$ cat config.mk
export PLATFORM = sky130hd
export DESIGN_NAME = chfi_front
export DESIGN_NICKNAME = d
export VERILOG_FILES = /design/src/chained_hash_find_or_insert_assert.svh /design/src/chfi_pkg.sv /design/src/chfi_front.sv
export SDC_FILE = /design/constraint.sdc
export NUM_CORES = 1
export LEC_CHECK = 0
export BUFFER_PORTS_ARGS = -buffer_cell sky130_fd_sc_hd__clkbuf_2
export CAP_MARGIN = 25
export CORE_MARGIN = 2
export CORE_UTILIZATION = 45
export CTS_BUF_LIST = sky130_fd_sc_hd__clkbuf_8
export DETAILED_ROUTE_END_ITERATION = 10
export PLACE_DENSITY = 0.67
export SYNTH_ARGS = -nofsm -noshare
export SYNTH_HDL_FRONTEND = slang
export SYNTH_SLANG_ARGS = --single-unit
$ cat constraint.sdc
create_clock -name clk -period 7.45 [get_ports clk]
set_clock_uncertainty 0.1 [all_clocks]
set_input_delay 1.1175 -clock clk [delete_from_list [all_inputs] [get_ports clk]]
set_output_delay 1.1175 -clock clk [all_outputs]
set_load 0.005 [all_outputs]
$ cat src/chained_hash_find_or_insert_assert.svh
// Assertion macros shared by the chained hash find-or-insert RTL.
// Depends on nothing; included by the modules that carry assertions.
`ifndef CHAINED_HASH_FIND_OR_INSERT_ASSERT_SVH
`define CHAINED_HASH_FIND_OR_INSERT_ASSERT_SVH
// Same-cycle implication, checked outside reset.
`define CHFI_ASSERT_NOW(lbl, ck, rs, ante, cons) \
  lbl: assert property (@(posedge ck) disable iff (rs) (ante) |-> (cons)) \
    else $error("chfi assertion failed");
// Next-cycle implication, checked outside reset.
`define CHFI_ASSERT_NEXT(lbl, ck, rs, ante, cons) \
  lbl: assert property (@(posedge ck) disable iff (rs) (ante) |=> (cons)) \
    else $error("chfi assertion failed");
`endif

$ cat src/chfi_pkg.sv
// Package for the chained hash find-or-insert block: sizes and state types.
// Depends on nothing.
`default_nettype none
package chfi_pkg;
  localparam int DEF_BUCKETS      = 256;
  localparam int DEF_POOL_ENTRIES = 1024;
  localparam int CODE_W           = 16;
  localparam int BITS_PER_STEP    = 4;
  localparam int DIV_STEPS        = CODE_W / BITS_PER_STEP;
  localparam int CFG_W            = 9;
  localparam logic [CFG_W-1:0] BUCKET_COUNT_RESET = 9'd256;

  typedef enum logic [1:0] {F_IDLE, F_DIV, F_PUSH} front_state_t;
  typedef enum logic [2:0] {B_IDLE, B_HEAD, B_READ, B_CMP, B_DONE} back_state_t;
endpackage
`default_nettype wire

$ cat src/chfi_front.sv
// Front part: accepts items and works out the bucket by iterative modulo.
// Depends on chfi_pkg.
`default_nettype none
module chfi_front #(
  parameter int BUCKETS = 256,
  parameter int HW = 8
) (
  input  wire logic                        clk,
  input  wire logic                        rst,
  input  wire logic                        push,
  output logic                             full,
  input  wire logic                        kind,
  input  wire logic [chfi_pkg::CODE_W-1:0] char_code,
  input  wire logic [chfi_pkg::CFG_W-1:0]  bucket_count,
  output logic                             q_push,
  input  wire logic                        q_full,
  output logic [HW+chfi_pkg::CODE_W:0]     q_data
);
  import chfi_pkg::*;
  localparam int DW = $clog2(BUCKETS + 1);
  localparam int SW = (DIV_STEPS > 1) ? $clog2(DIV_STEPS) : 1;

  front_state_t     state, state_next;
  logic             clr;
  logic [CODE_W-1:0] code, shf, shf_next;
  logic [DW-1:0]    dvs, rem, rem_next, dvs_in;
  logic [SW-1:0]    cnt;
  logic [HW-1:0]    bkt;
  logic [DW:0]      t;

  always_comb begin
    if (bucket_count == '0) begin
      dvs_in = DW'(1);
    end else if (32'(bucket_count) > 32'(BUCKETS)) begin
      dvs_in = DW'(BUCKETS);
    end else begin
      dvs_in = DW'(bucket_count);
    end
  end

  // Four restoring-division steps per cycle on the remainder.
  always_comb begin
    rem_next = rem;
    shf_next = shf;
    t = '0;
    for (int j = 0; j < BITS_PER_STEP; j++) begin
      t = {rem_next, shf_next[CODE_W-1]};
      if (t >= {1'b0, dvs}) begin
        t = t - {1'b0, dvs};
      end
      rem_next = DW'(t);
      shf_next = {shf_next[CODE_W-2:0], 1'b0};
    end
  end

  always_comb begin
    state_next = state;
    full = (state != F_IDLE);
    q_push = 1'b0;
    case (state)
      F_IDLE: if (push) state_next = F_DIV;
      F_DIV:  if (cnt == SW'(DIV_STEPS - 1)) state_next = F_PUSH;
      F_PUSH: begin
        q_push = !q_full;
        if (!q_full) state_next = F_IDLE;
      end
      default: state_next = F_IDLE;
    endcase
  end

  assign q_data = {clr, code, bkt};

  always_ff @(posedge clk) begin
    if (rst) begin
      state <= F_IDLE;
    end else begin
      state <= state_next;
    end
  end

  always_ff @(posedge clk) begin
    if (state == F_IDLE && push) begin
      clr  <= kind;
      code <= char_code;
      shf  <= char_code;
      dvs  <= dvs_in;
      rem  <= '0;
      cnt  <= '0;
    end else if (state == F_DIV) begin
      rem <= rem_next;
      shf <= shf_next;
      cnt <= cnt + SW'(1);
      if (cnt == SW'(DIV_STEPS - 1)) begin
        bkt <= HW'(rem_next);
      end
    end
  end
endmodule
`default_nettype wire

==> results.ini, run 1 <==
[synthesis]
syn-instance-count=371
synth_enable_flop_cells=50
yosysWarnings=0
ys_seq_area_frac=0.417
ys.flop_type=edfxtp_1
synth-compound-area-share=0.135
async_flop_share=0
synth_top_area_cell=edfxtp_1
synth_cell_type_count=53
synthSimpleGateAreaFrac=0.0959
synth_xor_area_frac=0.0538
synth_area_leaders=edfxtp_1 (36%), ha_1 (12%), mux2_2 (6.7%), dfxtp_1 (6.2%), mux2_4 (3.9%)
synth_top_area_frac=0.355
syn_area_um2=4230
synth_fa_ha_area_frac=0.134
syn-num-nets=444
synth_top_family_by_area=compound AO/OA/AOI/OAI gates
syn_area_per_cell_um2=11.4
synth.area.mux_share=0.128
ys_seq_elements=63

[global_route]
grt_pass1_vias=3343
grt_pass1_wl_um=16700
grt_max_degree=48
grt_remaining_overflow=0
grt.total_usage=0.217
antenna_found_initial=0

[status]
violations=setup timing
status=finished with violations

[critical_path]
worstPathMaxFanout=8
cp.required_ps=7590
cp_slowest_stage_delay_ps=580
crit_path_start_kind=flip-flop
criticalPathCategory=flip-flop to flip-flop
crit_path_top_delay_cell=o31ai_1
cp_num_buf_inv=14
arrival_ps=7750
path_delay_family=compound AO/OA/AOI/OAI gates
end_kind=flip-flop
crit_top_cell=buf_4

[route]
drt_iter0_drc=135
vias=3377
via_per_inst=5.33
antenna_left=0
avgRoutedWirePerCell_um=16.5
firstDrtPassIters=4
wl_um=10500
post-route-drc-count=0

[clock_tree]
numCtsBuffers=9
clk_latency_ps=340
clk_pin_slew_ps=80
tritoncts=done
root_buffer=clkbuf_8
htreeDepth=3
cts_sinks=63
max-clock-path-buffers=2
hold_buffers=0

[final_layout]
area_delta_synth_final_pct=37.1
drive_gt1_frac=0.464
nFillCells=748
final_util=0.630
stdcell_area_um2=5800
layout.nets=590
n_antenna_cell=0

[timing]
setup_viol_count_final=17
setup_ws_ps=-161
slew_viol_final=0
max_slew_margin=0.430
tns_ps=-1910
hold_violations=0
tightest_slew_ps=853
rsz0062_at_grt=yes
fin_crit_sh=1.02
max_freq_mhz=131
fin_crit_ps=7610

[floorplan]
dieArea_um2=10200
core_area_um2=9200
start_util=0.460
die_y_um=101
fp-row-count=35
io_pins=57
die_w_um=101

[placement]
dp_hpwl_um=7870
gp_congestion=0.963
port_buffers=56
place_area_um2=5170
pre_cts_ws_ps=-292

[flow_run]
max_cap_violations=0

[min_path]
hold_class=flip-flop to flip-flop

routing by layer:
layer  share of wire  vias to the layer above  track usage
met5               0                        -            0
li1                -                     1668            -
met1            0.44                     1600        0.277
met4           0.015                        0       0.0676
met2            0.50                       92        0.368
met3           0.048                       17       0.0472
cell type report:
cell class                      instances  area (um^2)  area share
Clock buffer                            9          124      0.0214
Clock inverter                          7         95.1      0.0164
Inverter                               32          120      0.0207
Multi-Input combinational cell        270         2600       0.449
Sequential cell                        63         1760       0.304
Tap cell                              111          139      0.0240
Timing Repair Buffer                  141          956       0.165
synth_stat cells, types with 4 or more instances:
cell type,instances
edfxtp_1,50
ha_1,39
inv_1,32
mux2_2,25
a21oi_1,22
nor2_1,17
xnor2_1,15
nand2_1,14
dfxtp_1,13
and2_1,12
o21ai_0,12
mux2_4,11
xor2_1,11
a21o_1,9
a22o_1,6
nand4_1,6
mux2i_1,5
nor2b_1,5
nor3_1,5
fa_1,4
nand2b_1,4
metrics by stage:
step | std cells | hold WS, ps
finish | 633 | 370
global route | 633 | 424
CTS | 630 | 370
detailed placement | 586 | 361
global placement | 586 | 352
floorplan | 371 | 340
final timing paths:
| check | from | slack (ps) | to | cells after the start |
|---|---|---|---|---|
| max | shf[15] | -160 | rem[1] | 38 |
| min | cnt[1] | 370 | cnt[1] | 2 |
| max reg2reg | shf[15] | -160 | rem[1] | 38 |
| min reg2reg | cnt[1] | 370 | cnt[1] | 2 |
tightest hold or removal path, delay by kind of cell, from the launching register on:
kind               cells  cell delay, ps
DFF                    1             310
and+or+nand+nor        1              50
AOI/OAI and AO/OA      1              60
layout by cell type (no fill, tap or decap), drive strengths merged, types with 4 or more instances in the layout:
cell / count
a22o: 6
nand4: 6
dfxtp: 13
nor2: 17
xor2: 11
o21ai: 13
inv: 34
xnor2: 15
nand2: 14
nor3: 5
edfxtp: 50
ha: 39
buf: 84
clkbuf: 66
a21oi: 24
a21o: 9
mux2i: 7
nand2b: 4
mux2: 36
and2: 12
fa: 4
nor2b: 5
registers in the layout, summed over array words and instances (netlist names):
register  flops
bkt           8
clr           1
cnt           2
code         16
dvs           9
rem           9
shf          16
state         2
cell families after synthesis:
logic type	Yosys count
AND/OR/NAND/NOR	77
AO/OA/AOI/OAI	81
flip-flops	63
adder cells (fa/ha/maj)	43
multiplexers	43
buffers and inverters	38
XOR/XNOR	26
timing repair:
action | in CTS | in global routing
setup buffers | 27 | 3
endpoints found under the setup margin | 17 | 17
gates cloned | 1 | 0
gates resized for setup | 20 | 12
pin swaps | 0 | 12
Power of run 1 is left out: the tool's default activity adds up to more than one toggle a clock period on the data nets, which glitch-free logic cannot reach.
==> run 2, diff against run 1 <==
--- a/config.mk
+++ b/config.mk
@@ -12,6 +12,7 @@
 export CTS_BUF_LIST = sky130_fd_sc_hd__clkbuf_8
 export DETAILED_ROUTE_END_ITERATION = 10
 export PLACE_DENSITY = 0.67
+export RECOVER_POWER = 25
 export SYNTH_ARGS = -nofsm -noshare
 export SYNTH_HDL_FRONTEND = slang
 export SYNTH_SLANG_ARGS = --single-unit
==> run 2 against run 1 <==
Compared with the run above: the flow still finishes with violations (setup timing); count of clock-buffer cells in the layout stayed put; final area is 0.13% lower; setup slack worse by 2.1 ps; utilization is 0.082 points lower; non-clock buffer count stayed put; via count hardly changed; sequential cell count stayed put; register-to-register slack hardly changed; critical path type unchanged; largest cell class unchanged; highest routed layer unchanged.
==> results.ini, run 2 (synthesis results as in run 1) <==
[floorplan]
core_area_um2=9200  ; unchanged
start_util=0.460  ; unchanged
die_w_um=101  ; unchanged
io_pins=57  ; unchanged
fp-row-count=35  ; unchanged
die_y_um=101  ; unchanged
dieArea_um2=10200  ; unchanged

[route]
drt_iter0_drc=135  ; unchanged
vias=3380  ; +0.089%
antenna_left=0  ; unchanged
via_per_inst=5.34  ; about the same
firstDrtPassIters=4  ; unchanged
wl_um=10500  ; +0.19%
post-route-drc-count=0  ; unchanged
avgRoutedWirePerCell_um=16.6  ; +0.19%

[timing]
tightest_slew_ps=853  ; -0.192 ps
max_slew_margin=0.430  ; about the same
hold_violations=0  ; unchanged
setup_viol_count_final=17  ; unchanged
tns_ps=-1950  ; -37.6 ps
max_freq_mhz=131  ; about the same
slew_viol_final=0  ; unchanged
fin_crit_ps=7610  ; +2.12 ps
rsz0062_at_grt=yes
fin_crit_sh=1.02  ; about the same
setup_ws_ps=-163  ; -2.12 ps

[clock_tree]
numCtsBuffers=9  ; unchanged
tritoncts=done
root_buffer=clkbuf_8
cts_sinks=63  ; unchanged
clk_latency_ps=340  ; about the same
htreeDepth=3  ; unchanged
max-clock-path-buffers=2  ; unchanged
clk_pin_slew_ps=80  ; about the same

[critical_path]
cp.required_ps=7590  ; about the same
crit_path_start_kind=flip-flop
worstPathMaxFanout=8  ; unchanged
criticalPathCategory=flip-flop to flip-flop
r2r-start=shf[15]
crit_path_top_delay_cell=o31ai_1
crit_top_cell=buf_4
end_kind=flip-flop
rrSetupSlack_ps=-160  ; about the same
arrival_ps=7750  ; about the same
cp_slowest_stage_delay_ps=580  ; about the same
crit_start=shf[15]

[placement]
port_buffers=56  ; unchanged
dp_hpwl_um=7870  ; unchanged
pre_cts_ws_ps=-292  ; unchanged
gp_congestion=0.963  ; unchanged
place_area_um2=5170  ; unchanged

[status]
status=finished with violations
violations=setup timing

[flow_run]
max_cap_violations=0  ; unchanged

[final_layout]
area_delta_synth_final_pct=36.9
stdcell_area_um2=5790  ; -0.13%
mostFrequentLayoutCell=buf_4
layout_common_cells=buf_4 (82), edfxtp_1 (50), clkbuf_2 (50)
layout.nets=590  ; unchanged
drive_gt1_frac=0.452  ; -0.0115
n_antenna_cell=0  ; unchanged
final_util=0.630  ; -0.000816
reg_top3=code x16, shf x16

[global_route]
grt_max_degree=48  ; unchanged
grt_pass1_vias=3343  ; unchanged
grt.total_usage=0.217  ; unchanged
grt_pass1_wl_um=16700  ; unchanged
grt_remaining_overflow=0  ; unchanged
antenna_found_initial=0  ; unchanged

[min_path]
hold_class=flip-flop to flip-flop
min-delay-start=cnt[1]

## run 2: layout make-up
cell class	instances	area, um^2
inverters	32	120
clock inverters	7	95.1
repair buffers	141	948
clock buffers	9	124
well taps	111	139
multi-input cells	270	2600
flip-flops and latches	63	1760
fillers	749	3410
## run 2: final timing paths
check                           cells after the start      to
worst min-delay path                                2  cnt[1]
worst max register to register                     38  rem[1]
worst max-delay path                               38  rem[1]
worst min register to register                      2  cnt[1]
## run 2: worst max-delay path, delay by kind of cell (launching register included)
kind / cells / cell delay, ps
multiplexers: 3 / 950
buffers and inverters: 14 / 1660
AO/OA/AOI/OAI: 15 / 3130
AND/OR/NAND/NOR: 2 / 280
adder cells (fa/ha/maj): 4 / 1010
flip-flops: 1 / 390
## run 2: metal layers
metal / global-route usage / wire [um] / up-vias
met5: 0 / 0 / -
met4: 0.0676 / 166 / 0
met3: 0.0472 / 520 / 17
met2: 0.368 / 5220 / 93
met1: 0.277 / 4580 / 1604
li1: - / - / 1666
## run 2: timing repair
| item | in CTS | in global routing |
|---|---|---|
| setup endpoints to repair | 17 | 17 |
| gates cloned | 1 | 0 |
| hold buffers | 0 | 0 |
| setup buffers | 27 | 3 |
| gates resized for setup | 20 | 12 |
| pin swaps | 0 | 12 |
## run 2: metrics by stage
stage / instances / hold slack [ps]
floorplan: 371 / 340
global placement: 586 / 352
detailed placement: 586 / 361
CTS: 630 / 370
global route: 633 / 424
finish: 633 / 370
Power of run 2 is left out for the same reason.
