`src/chained_hash_find_or_insert_assert.svh`:
```
// Assertion macros shared by the chained hash find-or-insert RTL.
// Depends on nothing; included by the modules that carry assertions.
`ifndef CHAINED_HASH_FIND_OR_INSERT_ASSERT_SVH
`define CHAINED_HASH_FIND_OR_INSERT_ASSERT_SVH
// Same-cycle implication, checked outside reset.
`define CHFI_ASSERT_NOW(lbl, ck, rs, ante, cons) \
  lbl: assert property (@(posedge ck) disable iff (rs) (ante) |-> (cons)) \
    else $error("chfi assertion failed");
// Next-cycle implication, checked outside reset.
`define CHFI_ASSERT_NEXT(lbl, ck, rs, ante, cons) \
  lbl: assert property (@(posedge ck) disable iff (rs) (ante) |=> (cons)) \
    else $error("chfi assertion failed");
`endif

```
`src/chfi_queue.sv`:
```
// Two-entry queue between the front and back parts.
// Depends on nothing; the entry width is set by its parameter W.
`default_nettype none
module chfi_queue #(
  parameter int W = 25
) (
  input  wire logic         clk,
  input  wire logic         rst,
  input  wire logic         wr,
  output logic              q_full,
  input  wire logic [W-1:0] wdata,
  input  wire logic         rd,
  output logic              q_empty,
  output logic [W-1:0]      rdata
);
  logic [W-1:0] slot [2];
  logic         wp, rp;
  logic [1:0]   fill;

  assign q_full  = (fill == 2'd2);
  assign q_empty = (fill == 2'd0);
  assign rdata   = slot[rp];

  always_ff @(posedge clk) begin
    if (rst) begin
      wp <= 1'b0;
      rp <= 1'b0;
      fill <= 2'd0;
    end else begin
      if (wr && !q_full) wp <= !wp;
      if (rd && !q_empty) rp <= !rp;
      fill <= fill + 2'(wr && !q_full) - 2'(rd && !q_empty);
    end
  end

  always_ff @(posedge clk) begin
    if (wr && !q_full) slot[wp] <= wdata;
  end
endmodule
`default_nettype wire

```
`config.mk`:
```
export PLATFORM = sky130hd
export DESIGN_NAME = chfi_queue
export DESIGN_NICKNAME = d
export VERILOG_FILES = /design/src/chained_hash_find_or_insert_assert.svh /design/src/chfi_queue.sv
export SDC_FILE = /design/constraint.sdc
export NUM_CORES = 1
export LEC_CHECK = 0
export ABC_AREA = 1
export BUFFER_PORTS_ARGS = -buffer_cell sky130_fd_sc_hd__buf_4
export CAP_MARGIN = 20
export CORE_ASPECT_RATIO = 1.2
export CORE_MARGIN = 5
export CORE_UTILIZATION = 55
export CTS_CLUSTER_DIAMETER = 100
export DETAILED_ROUTE_END_ITERATION = 10
export PLACE_DENSITY = 0.83
export SLEW_MARGIN = 5
export SYNTH_ARGS = -nofsm -noshare
export SYNTH_HDL_FRONTEND = slang
export SYNTH_SLANG_ARGS = --single-unit
```
`constraint.sdc`:
```
create_clock -name clk -period 6.05 [get_ports clk]
set_input_delay 1.21 -clock clk [delete_from_list [all_inputs] [get_ports clk]]
set_output_delay 1.21 -clock clk [all_outputs]
set_load 0.1 [all_outputs]
```
==> flow_summary.toml, run 1 <==
[outcome]
outcome = "completed"

[grt]
grt-ovfl-total = 0
track_usage_pct = 15.0
grt_start_max_net_pins = 26
antenna_found_initial = 0
grt_pass1_wl_um = 5730
first_global_vias = 1232

[worst_hold_path]
holdPathStages = 2
hold_path_class = "flop to flop"
hp-start = "rp"

[die]
fp.dieW_um = 67.2
start_util_pct = 55.7
die_area_um2 = 5290
rows = 25
ioPinCount = 56
die_y_um = 78.7
design.core.area_um2 = 3880

[worst_setup_path]
worstPathArrival_ps = 2020
reg2regPathDepth = 4
end_kind = "primary output"
crit_slowest_cell = "dfxtp_1"
r2r-start = "fill[0]"
crit_top_cell = "buf_4"
critPathTopFamily = "flip-flops"
cp.required_ps = 4840
crit_type = "flop to primary output"
cp-start-kind = "flop"
crit_buf_inv = 2
path_cells = "buf_4 -> mux2_2 -> buf_4"
cp.depth = 3
cpPeakStageDelay_ps = 730
cp_max_fo = 15

[timing]
rsz0062_at_grt = "false"
hold_viol_final = 0
fmax_ghz = 0.309
skew_ps = 7.08
setup-tns-final_ps = 0
worst_pin_slew_ps = 993
slew_viol_final = 0
min_period_over_period_pct = 53.5
maxSlewHeadroom_pct = 33.7
min_period_ps = 3230
layout_setup_ws_ps = 2820
setup-violations-final = 0

[finish]
regArea_um2 = 1600
final_common_cell = "buf_4"
antenna_cells = 0
layout_common_cells = "buf_4 (56), edfxtp_1 (50), mux2_4 (20)"
multi_input_area_um2 = 473
drive_gt1_share_pct = 50.3
fillers = 284
areaGrowthSynthToFinish_pct = 26.0
nets = 209

[logic_synthesis]
synth_nets = 148
yosysWarnings = 0
synth_area_leader_cell = "edfxtp_1"
syn_area_um2 = 2160
ys_ff_latch = 55
ys_seq_area_share_pct = 74.1
synthTopCellsByArea = "edfxtp_1 (69%), mux2_4 (14%), dfxtp_1 (4.6%)"
synth_area_per_cell_um2 = 18.5
synthCells = 117
synth.top_cell.area_share_pct = 69.5
synth.distinct_cells = 12

[cts]
clkLatencyLatePin_ps = 300
cts_root_buffer = "clkbuf_8"
postCtsResizedCells = 0
cts.sinks = 55
cts.reportedPaths.clkPinSlew_ps = 80
cts_buffers = 5
h-tree-depth = 2
cts_tree = "yes"
cts_hold_buf = 0
cts_max_path_buffers = 2
postCtsSetupBuffers = 0

[route]
route.vias.total = 1133
drt-initial-drc-count = 30
dr.pass1.iters = 5
drc = 0
routed_via_density = 4.86
drt-total-wl_um = 3570
postRouteAntennaNets = 0
drt-wirelength-per-cell_um = 15.3

[placed_design]
io_buffers = 55
pre_cts_slack_ps = 3130
gp_congestion = 0.671
hpwl_um = 2740

[flow_run]
cap_violations = 0
## path summary, 6_finish.rpt
check,to,slack (ps)
setup / recovery,rdata[0],2820
hold / removal,flop,530
setup reg to reg,slot[1][24],4290
hold reg to reg,flop,530
## logic make-up (layout without fill, tap and decap cells)
| group | Yosys count | in the layout | share of synthesized area [%] |
|---|---|---|---|
| buffers and inverters | 13 | 75 | 4.11 |
| adders and majority gates | 2 | 2 | 1.16 |
| DFF | 55 | 55 | 74.1 |
| AOI/OAI and AO/OA | 2 | 2 | 0.463 |
| muxes | 25 | 25 | 16.5 |
| and+or+nand+nor | 20 | 20 | 3.65 |
## tightest hold or removal path, stage by stage, from the launching register on
cell	delay (ps)
dfxtp_1	350
nor2_1	60
nor2_1	90
## state kept, by name, indices dropped and copies added, names as in the netlist, named ones only
register  flops
slot         50
fill          2
rp            1
wp            1
## cells in the mapped netlist, drive strengths merged
| cell | instances |
|---|---|
| a21oi | 2 |
| dfxtp | 5 |
| buf | 3 |
| nand2 | 8 |
| nor2 | 9 |
| inv | 10 |
| edfxtp | 50 |
| mux2 | 25 |
| ha | 2 |
| nand3 | 3 |
## layer usage
| metal | routed length, µm | track usage, % | up-vias |
|---|---|---|---|
| met4 | 78 | 6.69 | 0 |
| met3 | 192 | 4.01 | 7 |
| met5 | 0 | 0 | - |
| met2 | 2040 | 26.4 | 36 |
| li1 | - | - | 546 |
| met1 | 1260 | 16.4 | 544 |
## metrics by stage
stage | hold WS [ps] | instances | utilization (%) | instance area [µm²]
after floorplan | 467 | 117 | - | 2160
after global placement | 488 | 224 | 67.0 | 2600
after detailed placement | 519 | 225 | 67.4 | 2620
after CTS | 547 | 233 | 70.2 | 2720
after global routing | 581 | 233 | 70.2 | 2720
final | 533 | 233 | 70.2 | 2720
## final cells by class
class | instances | share of cell area [%]
Clock buffer | 5 | 2.53
Clock inverter | 3 | 1.42
Inverter | 10 | 1.38
Multi-Input combinational cell | 49 | 17.4
Sequential cell | 55 | 58.8
Tap cell | 54 | 2.48
Timing Repair Buffer | 57 | 16.0
Power of run 1 is left out: the tool's default activity adds up to more than one toggle a clock period on the data nets, which glitch-free logic cannot reach.
==> run 2: changes to the inputs <==
--- a/config.mk
+++ b/config.mk
@@ -5,15 +5,15 @@
 export SDC_FILE = /design/constraint.sdc
 export NUM_CORES = 1
 export LEC_CHECK = 0
-export ABC_AREA = 1
+export ABC_AREA = 0
 export BUFFER_PORTS_ARGS = -buffer_cell sky130_fd_sc_hd__buf_4
 export CAP_MARGIN = 20
 export CORE_ASPECT_RATIO = 1.2
 export CORE_MARGIN = 5
-export CORE_UTILIZATION = 55
+export CORE_UTILIZATION = 46
 export CTS_CLUSTER_DIAMETER = 100
 export DETAILED_ROUTE_END_ITERATION = 10
-export PLACE_DENSITY = 0.83
+export PLACE_DENSITY = 0.74
 export SLEW_MARGIN = 5
 export SYNTH_ARGS = -nofsm -noshare
 export SYNTH_HDL_FRONTEND = slang
==> constraint.sdc (replaced) <==
create_clock -name clk -period 2.95 [get_ports clk]
set_input_delay 0.59 -clock clk [delete_from_list [all_inputs] [get_ports clk]]
set_output_delay 0.59 -clock clk [all_outputs]
set_load 0.1 [all_outputs]
==> run 2 against run 1 <==
- count of clock-buffer cells in the layout is the same
- global-route usage shrank 2.7 points
- cell count shrank 4.3%
- clock skew shrank 2.9 ps
- non-clock buffer count is the same
- final area shrank 3.2%
- synthesized cell count shrank 10%
- routed wire length shrank 2.6%
- die area grew 11%
- via count shrank 6.3%
- core utilization shrank 8.4 points
- worst setup slack lost 2200 ps
- highest routed layer unchanged
==> flow_summary.toml, run 2 <==
[placed_design]
io_buffers = 55
dpl_cell_area_um2 = 2530
hpwl_um = 2550
gp_congestion = 0.723
pre_cts_slack_ps = 886

[logic_synthesis]
synth_ff_type = "edfxtp_1"
synthMuxAreaShare_pct = 13.8
synth.most_common_cell = "edfxtp_1"
synthTopCellsByArea = "edfxtp_1 (74%), mux2_2 (14%), dfxtp_1 (4.9%)"
synth_area_leader_cell = "edfxtp_1"
synthSimpleGateAreaFrac_pct = 2.89
syn_area_um2 = 2030
synth.distinct_cells = 21
synth_top_family_by_area = "multiplexers"
synth-xor-area-share_pct = 0.861
synth_nets = 136
synthCells = 105
synth_edf_count = 50
synth.top_cell.area_share_pct = 73.8
synth_common_cells = "edfxtp_1 (50), mux2_2 (25), dfxtp_1 (5), nor2_1 (4), inv_1 (3)"
synth-adder-area-share_pct = 1.23
ys_ff_latch = 55
ys_seq_area_share_pct = 78.7
synth_compound_area_share_pct = 0.861
yosysWarnings = 0
synth_area_per_cell_um2 = 19.4
postSynth.asyncResetShare_pct = 0

[cts]
cts_tree = "yes"
cts_buffers = 5
postCtsResizedCells = 0
cts_root_buffer = "clkbuf_8"
clkLatencyLatePin_ps = 290
cts.sinks = 55
cts.reportedPaths.clkPinSlew_ps = 90
h-tree-depth = 2
cts_hold_buf = 0
cts_max_path_buffers = 2
postCtsSetupBuffers = 0

[finish]
areaGrowthSynthToFinish_pct = 29.5
drive_gt1_share_pct = 55.1
reg.largest.list = "slot x50, fill x2"
multi_input_area_um2 = 400
layout_common_cells = "buf_4 (56), edfxtp_1 (50), mux2_2 (25)"
largest_reg_flops = 50
final_common_cell = "buf_4"
antenna_cells = 0
top_register = "slot"
finish.instance_area_um2 = 2640
fillers = 324
nets = 197
regArea_um2 = 1600

[die]
start_util_pct = 47.7
die_y_um = 82.9
die_area_um2 = 5860
ioPinCount = 56
fp.dieW_um = 70.7
design.core.area_um2 = 4260
rows = 26

[timing]
hold_viol_final = 0
skew_ps = 4.14
worst_pin_slew_ps = 588
layout_setup_ws_ps = 592
setup-violations-final = 0
min_period_ps = 2360
slew_viol_final = 0
maxSlewHeadroom_pct = 60.8
min_period_over_period_pct = 79.9
setup-tns-final_ps = 0
fmax_ghz = 0.424
rsz0062_at_grt = "false"

[worst_hold_path]
hold_path_class = "input port to flop"
holdPathStages = 1
hp-start = "wdata[9]"
min_delay_worst_endpoint = "slot[1][9]"

[grt]
grt-ovfl-total = 0
grt.busiest_layer = "met2"
grt_use_met1_pct = 13.1
first_global_vias = 1202
grt_pass1_wl_um = 5550
grt_start_max_net_pins = 26
track_usage_pct = 12.3
use_met2_pct = 22.4
antenna_found_initial = 0
grt_use_met3_pct = 4.47

[worst_setup_path]
regToRegSetupSlack_ps = 1320
cp.required_ps = 2360
cp_max_fo = 15
worstPathArrival_ps = 1770
reg2regPathDepth = 5
r2r-start = "fill[0]"
cp-start-kind = "flop"
crit_type = "flop to primary output"
end_kind = "primary output"
path_cells = "buf_12 -> mux2_2 -> buf_4"
cpPeakStageDelay_ps = 670
rr_endpoint = "slot[0][8]"
crit_slowest_cell = "dfxtp_1"

[route]
drt-total-wl_um = 3480
drt-wirelength-per-cell_um = 15.6
drc = 0
postRouteAntennaNets = 0
dr.pass1.iters = 4
route.vias.total = 1062
drt-initial-drc-count = 55
routed_via_density = 4.76

[outcome]
outcome = "completed"

[flow_run]
cap_violations = 0
==> run 2: cells by family after synthesis <==
logic type / after synthesis
buf+inv: 7
simple gates: 11
fa+ha+maj: 2
mux: 25
compound gates: 3
flops: 55
xor+xnor: 2
==> run 2: layout make-up <==
class / instances / area share, %
sequential: 55 / 60.8
timing repair buffer: 57 / 16.7
multi-input combinational: 43 / 15.2
tap: 56 / 2.66
clock buffer: 5 / 2.61
clock inverter: 3 / 1.47
inverter: 4 / 0.570
==> run 2: critical path, delay by kind of cell, from the launching register on <==
kind / cells / cell delay (ps)
buffers and inverters: 2 / 460
flip-flops: 1 / 670
multiplexers: 1 / 350
==> run 2: metal layers <==
layer	routed length [µm]	share of wire [%]	vias to the layer above
met4	40	1.2	0
met1	1340	39	507
met3	227	6.5	4
met2	1870	54	36
met5	0	0	-
li1	-	-	515
==> run 2: worst max-delay path by stage <==
stage                       start         to  slack [ps]  depth (start not counted)
after floorplan           fill[1]    q_empty         760                          1
after global placement       flop  rdata[19]         950                          3
after detailed placement     flop  rdata[15]         890                          3
after CTS                    flop  rdata[15]         560                          3
after global routing         flop   rdata[6]         480                          3
final                        flop   rdata[6]         590                          3
==> run 2: per-stage QoR <==
step	hold slack (ps)	utilization, %	cells
6_report	473	61.8	223
3_5_place_dp	492	59.3	215
5_1_grt	452	61.8	223
2_1_floorplan	451	-	105
4_1_cts	463	61.8	223
3_3_place_gp	461	59.3	215
Power of run 2 is left out for the same reason.
==> run 3: changes to the inputs <==
--- a/config.mk
+++ b/config.mk
@@ -10,10 +10,10 @@
 export CAP_MARGIN = 20
 export CORE_ASPECT_RATIO = 1.2
 export CORE_MARGIN = 5
-export CORE_UTILIZATION = 46
+export CORE_UTILIZATION = 51
 export CTS_CLUSTER_DIAMETER = 100
 export DETAILED_ROUTE_END_ITERATION = 10
-export PLACE_DENSITY = 0.74
+export PLACE_DENSITY = 0.78
 export SLEW_MARGIN = 5
 export SYNTH_ARGS = -nofsm -noshare
 export SYNTH_HDL_FRONTEND = slang
==> constraint.sdc (replaced) <==
create_clock -name clk -period 2.3 [get_ports clk]
set_input_delay 0.46 -clock clk [delete_from_list [all_inputs] [get_ports clk]]
set_output_delay 0.46 -clock clk [all_outputs]
set_load 0.1 [all_outputs]
==> run 3 against run 2 <==
- worst setup slack got worse by 220 ps
- die area decreased by 8.6%
- core utilization increased by 5.7 points
- via count increased by 0.85%
- critical path depth unchanged
- sequential share of layout area decreased by 0.12 points
- non-clock buffer count increased by 1
- global-route usage increased by 1.3 points
- first-iteration DRC count decreased by 31%
- register-to-register slack got worse by 730 ps
==> flow_summary.toml, run 3 (synthesis results as in run 2) <==
[outcome]
outcome = "completed"

[timing]
slew_viol_final = 0
hold_viol_final = 0
min_period_ps = 1930
maxSlewHeadroom_pct = 60.5
rsz0062_at_grt = "false"
worst_pin_slew_ps = 593
setup-tns-final_ps = 0
skew_ps = 5.22
setup-violations-final = 0
min_period_over_period_pct = 84.0
hold_ws_ps = 349
fmax_ghz = 0.517

[worst_setup_path]
cp.required_ps = 1840
crit_type = "flop to primary output"
worstPathArrival_ps = 1470
r2r-start = "fill[0]"
rr_endpoint = "slot[0][11]"
cp-start-kind = "flop"
end_kind = "primary output"
cp_max_fo = 15
reg2regPathDepth = 5
regToRegSetupSlack_ps = 590

[placed_design]
gp_congestion = 0.708
io_buffers = 55
hpwl_um = 2420

[cts]
h-tree-depth = 2
postCtsSetupBuffers = 0
cts_hold_buf = 0
cts.reportedPaths.clkPinSlew_ps = 90
postCtsResizedCells = 0
cts.sinks = 55
cts_tree = "yes"
cts_buffers = 5
cts_root_buffer = "clkbuf_8"
cts_max_path_buffers = 2
clkLatencyLatePin_ps = 290

[finish]
final_common_cell = "buf_4"
reg.largest.list = "slot x50, fill x2"
largest_reg_flops = 50
drive_gt1_share_pct = 55.4
nets = 198
top_register = "slot"
areaGrowthSynthToFinish_pct = 29.8
fillers = 303
antenna_cells = 0
layout_common_cells = "buf_4 (57), edfxtp_1 (50), mux2_2 (25)"

[route]
dr.pass1.iters = 4
drt-initial-drc-count = 38
route.vias.total = 1071
routed_via_density = 4.82
drt-total-wl_um = 3330
drt-wirelength-per-cell_um = 15.0
postRouteAntennaNets = 0
drc = 0

[die]
start_util_pct = 52.0
rows = 25
die_area_um2 = 5360
die_y_um = 79.2
design.core.area_um2 = 3910
fp.dieW_um = 67.7
ioPinCount = 56

[flow_run]
cap_violations = 0

[grt]
grt-ovfl-total = 0
grt_pass1_wl_um = 5290
first_global_vias = 1166
antenna_found_initial = 0
grt_start_max_net_pins = 26
track_usage_pct = 13.6

[worst_hold_path]
hp-start = "wdata[16]"
min_delay_worst_endpoint = "slot[0][16]"
hold_path_class = "input port to flop"
holdPathStages = 1
run 3: how the worst max path moves through the flow:
| stage | from | end | depth (start not counted) |
|---|---|---|---|
| after floorplan | fill[1] | q_empty | 1 |
| after global placement | wr | slot[0][4] | 5 |
| after detailed placement | wr | slot[0][8] | 5 |
| after CTS | flop | rdata[11] | 3 |
| after global routing | flop | rdata[11] | 3 |
| final | flop | rdata[11] | 3 |
run 3: cell type report:
cell class | instances | area (µm²) | share of cell area [%]
well taps | 54 | 67.6 | 2.56
repair buffers | 58 | 448 | 17.0
clock inverters | 3 | 38.8 | 1.47
inverters | 4 | 15.0 | 0.569
multi-input cells | 43 | 400 | 15.2
clock buffers | 5 | 68.8 | 2.61
flip-flops and latches | 55 | 1600 | 60.7
run 3: worst max-delay path, stage by stage, from the launching register on:
cell	delay [ps]
dfxtp_1	340
buf_4	230
mux2_2	370
buf_4	230
run 3: layer usage:
metal	share of wire [%]	GRT usage, %
met1	38	15.4
met2	54	23.4
met3	6.6	4.53
met4	0.69	4.87
met5	0	0
run 3: through the flow:
step           utilization, %  instances  instance area, µm²  worst slack, ps
3_5_place_dp             64.8        214                2530              522
6_report                 67.5        222                2640              367
2_1_floorplan               -        105                2030              241
3_3_place_gp             64.8        214                2530              570
4_1_cts                  67.5        222                2640              337
5_1_grt                  67.5        222                2640              286
Power of run 3 is left out for the same reason.
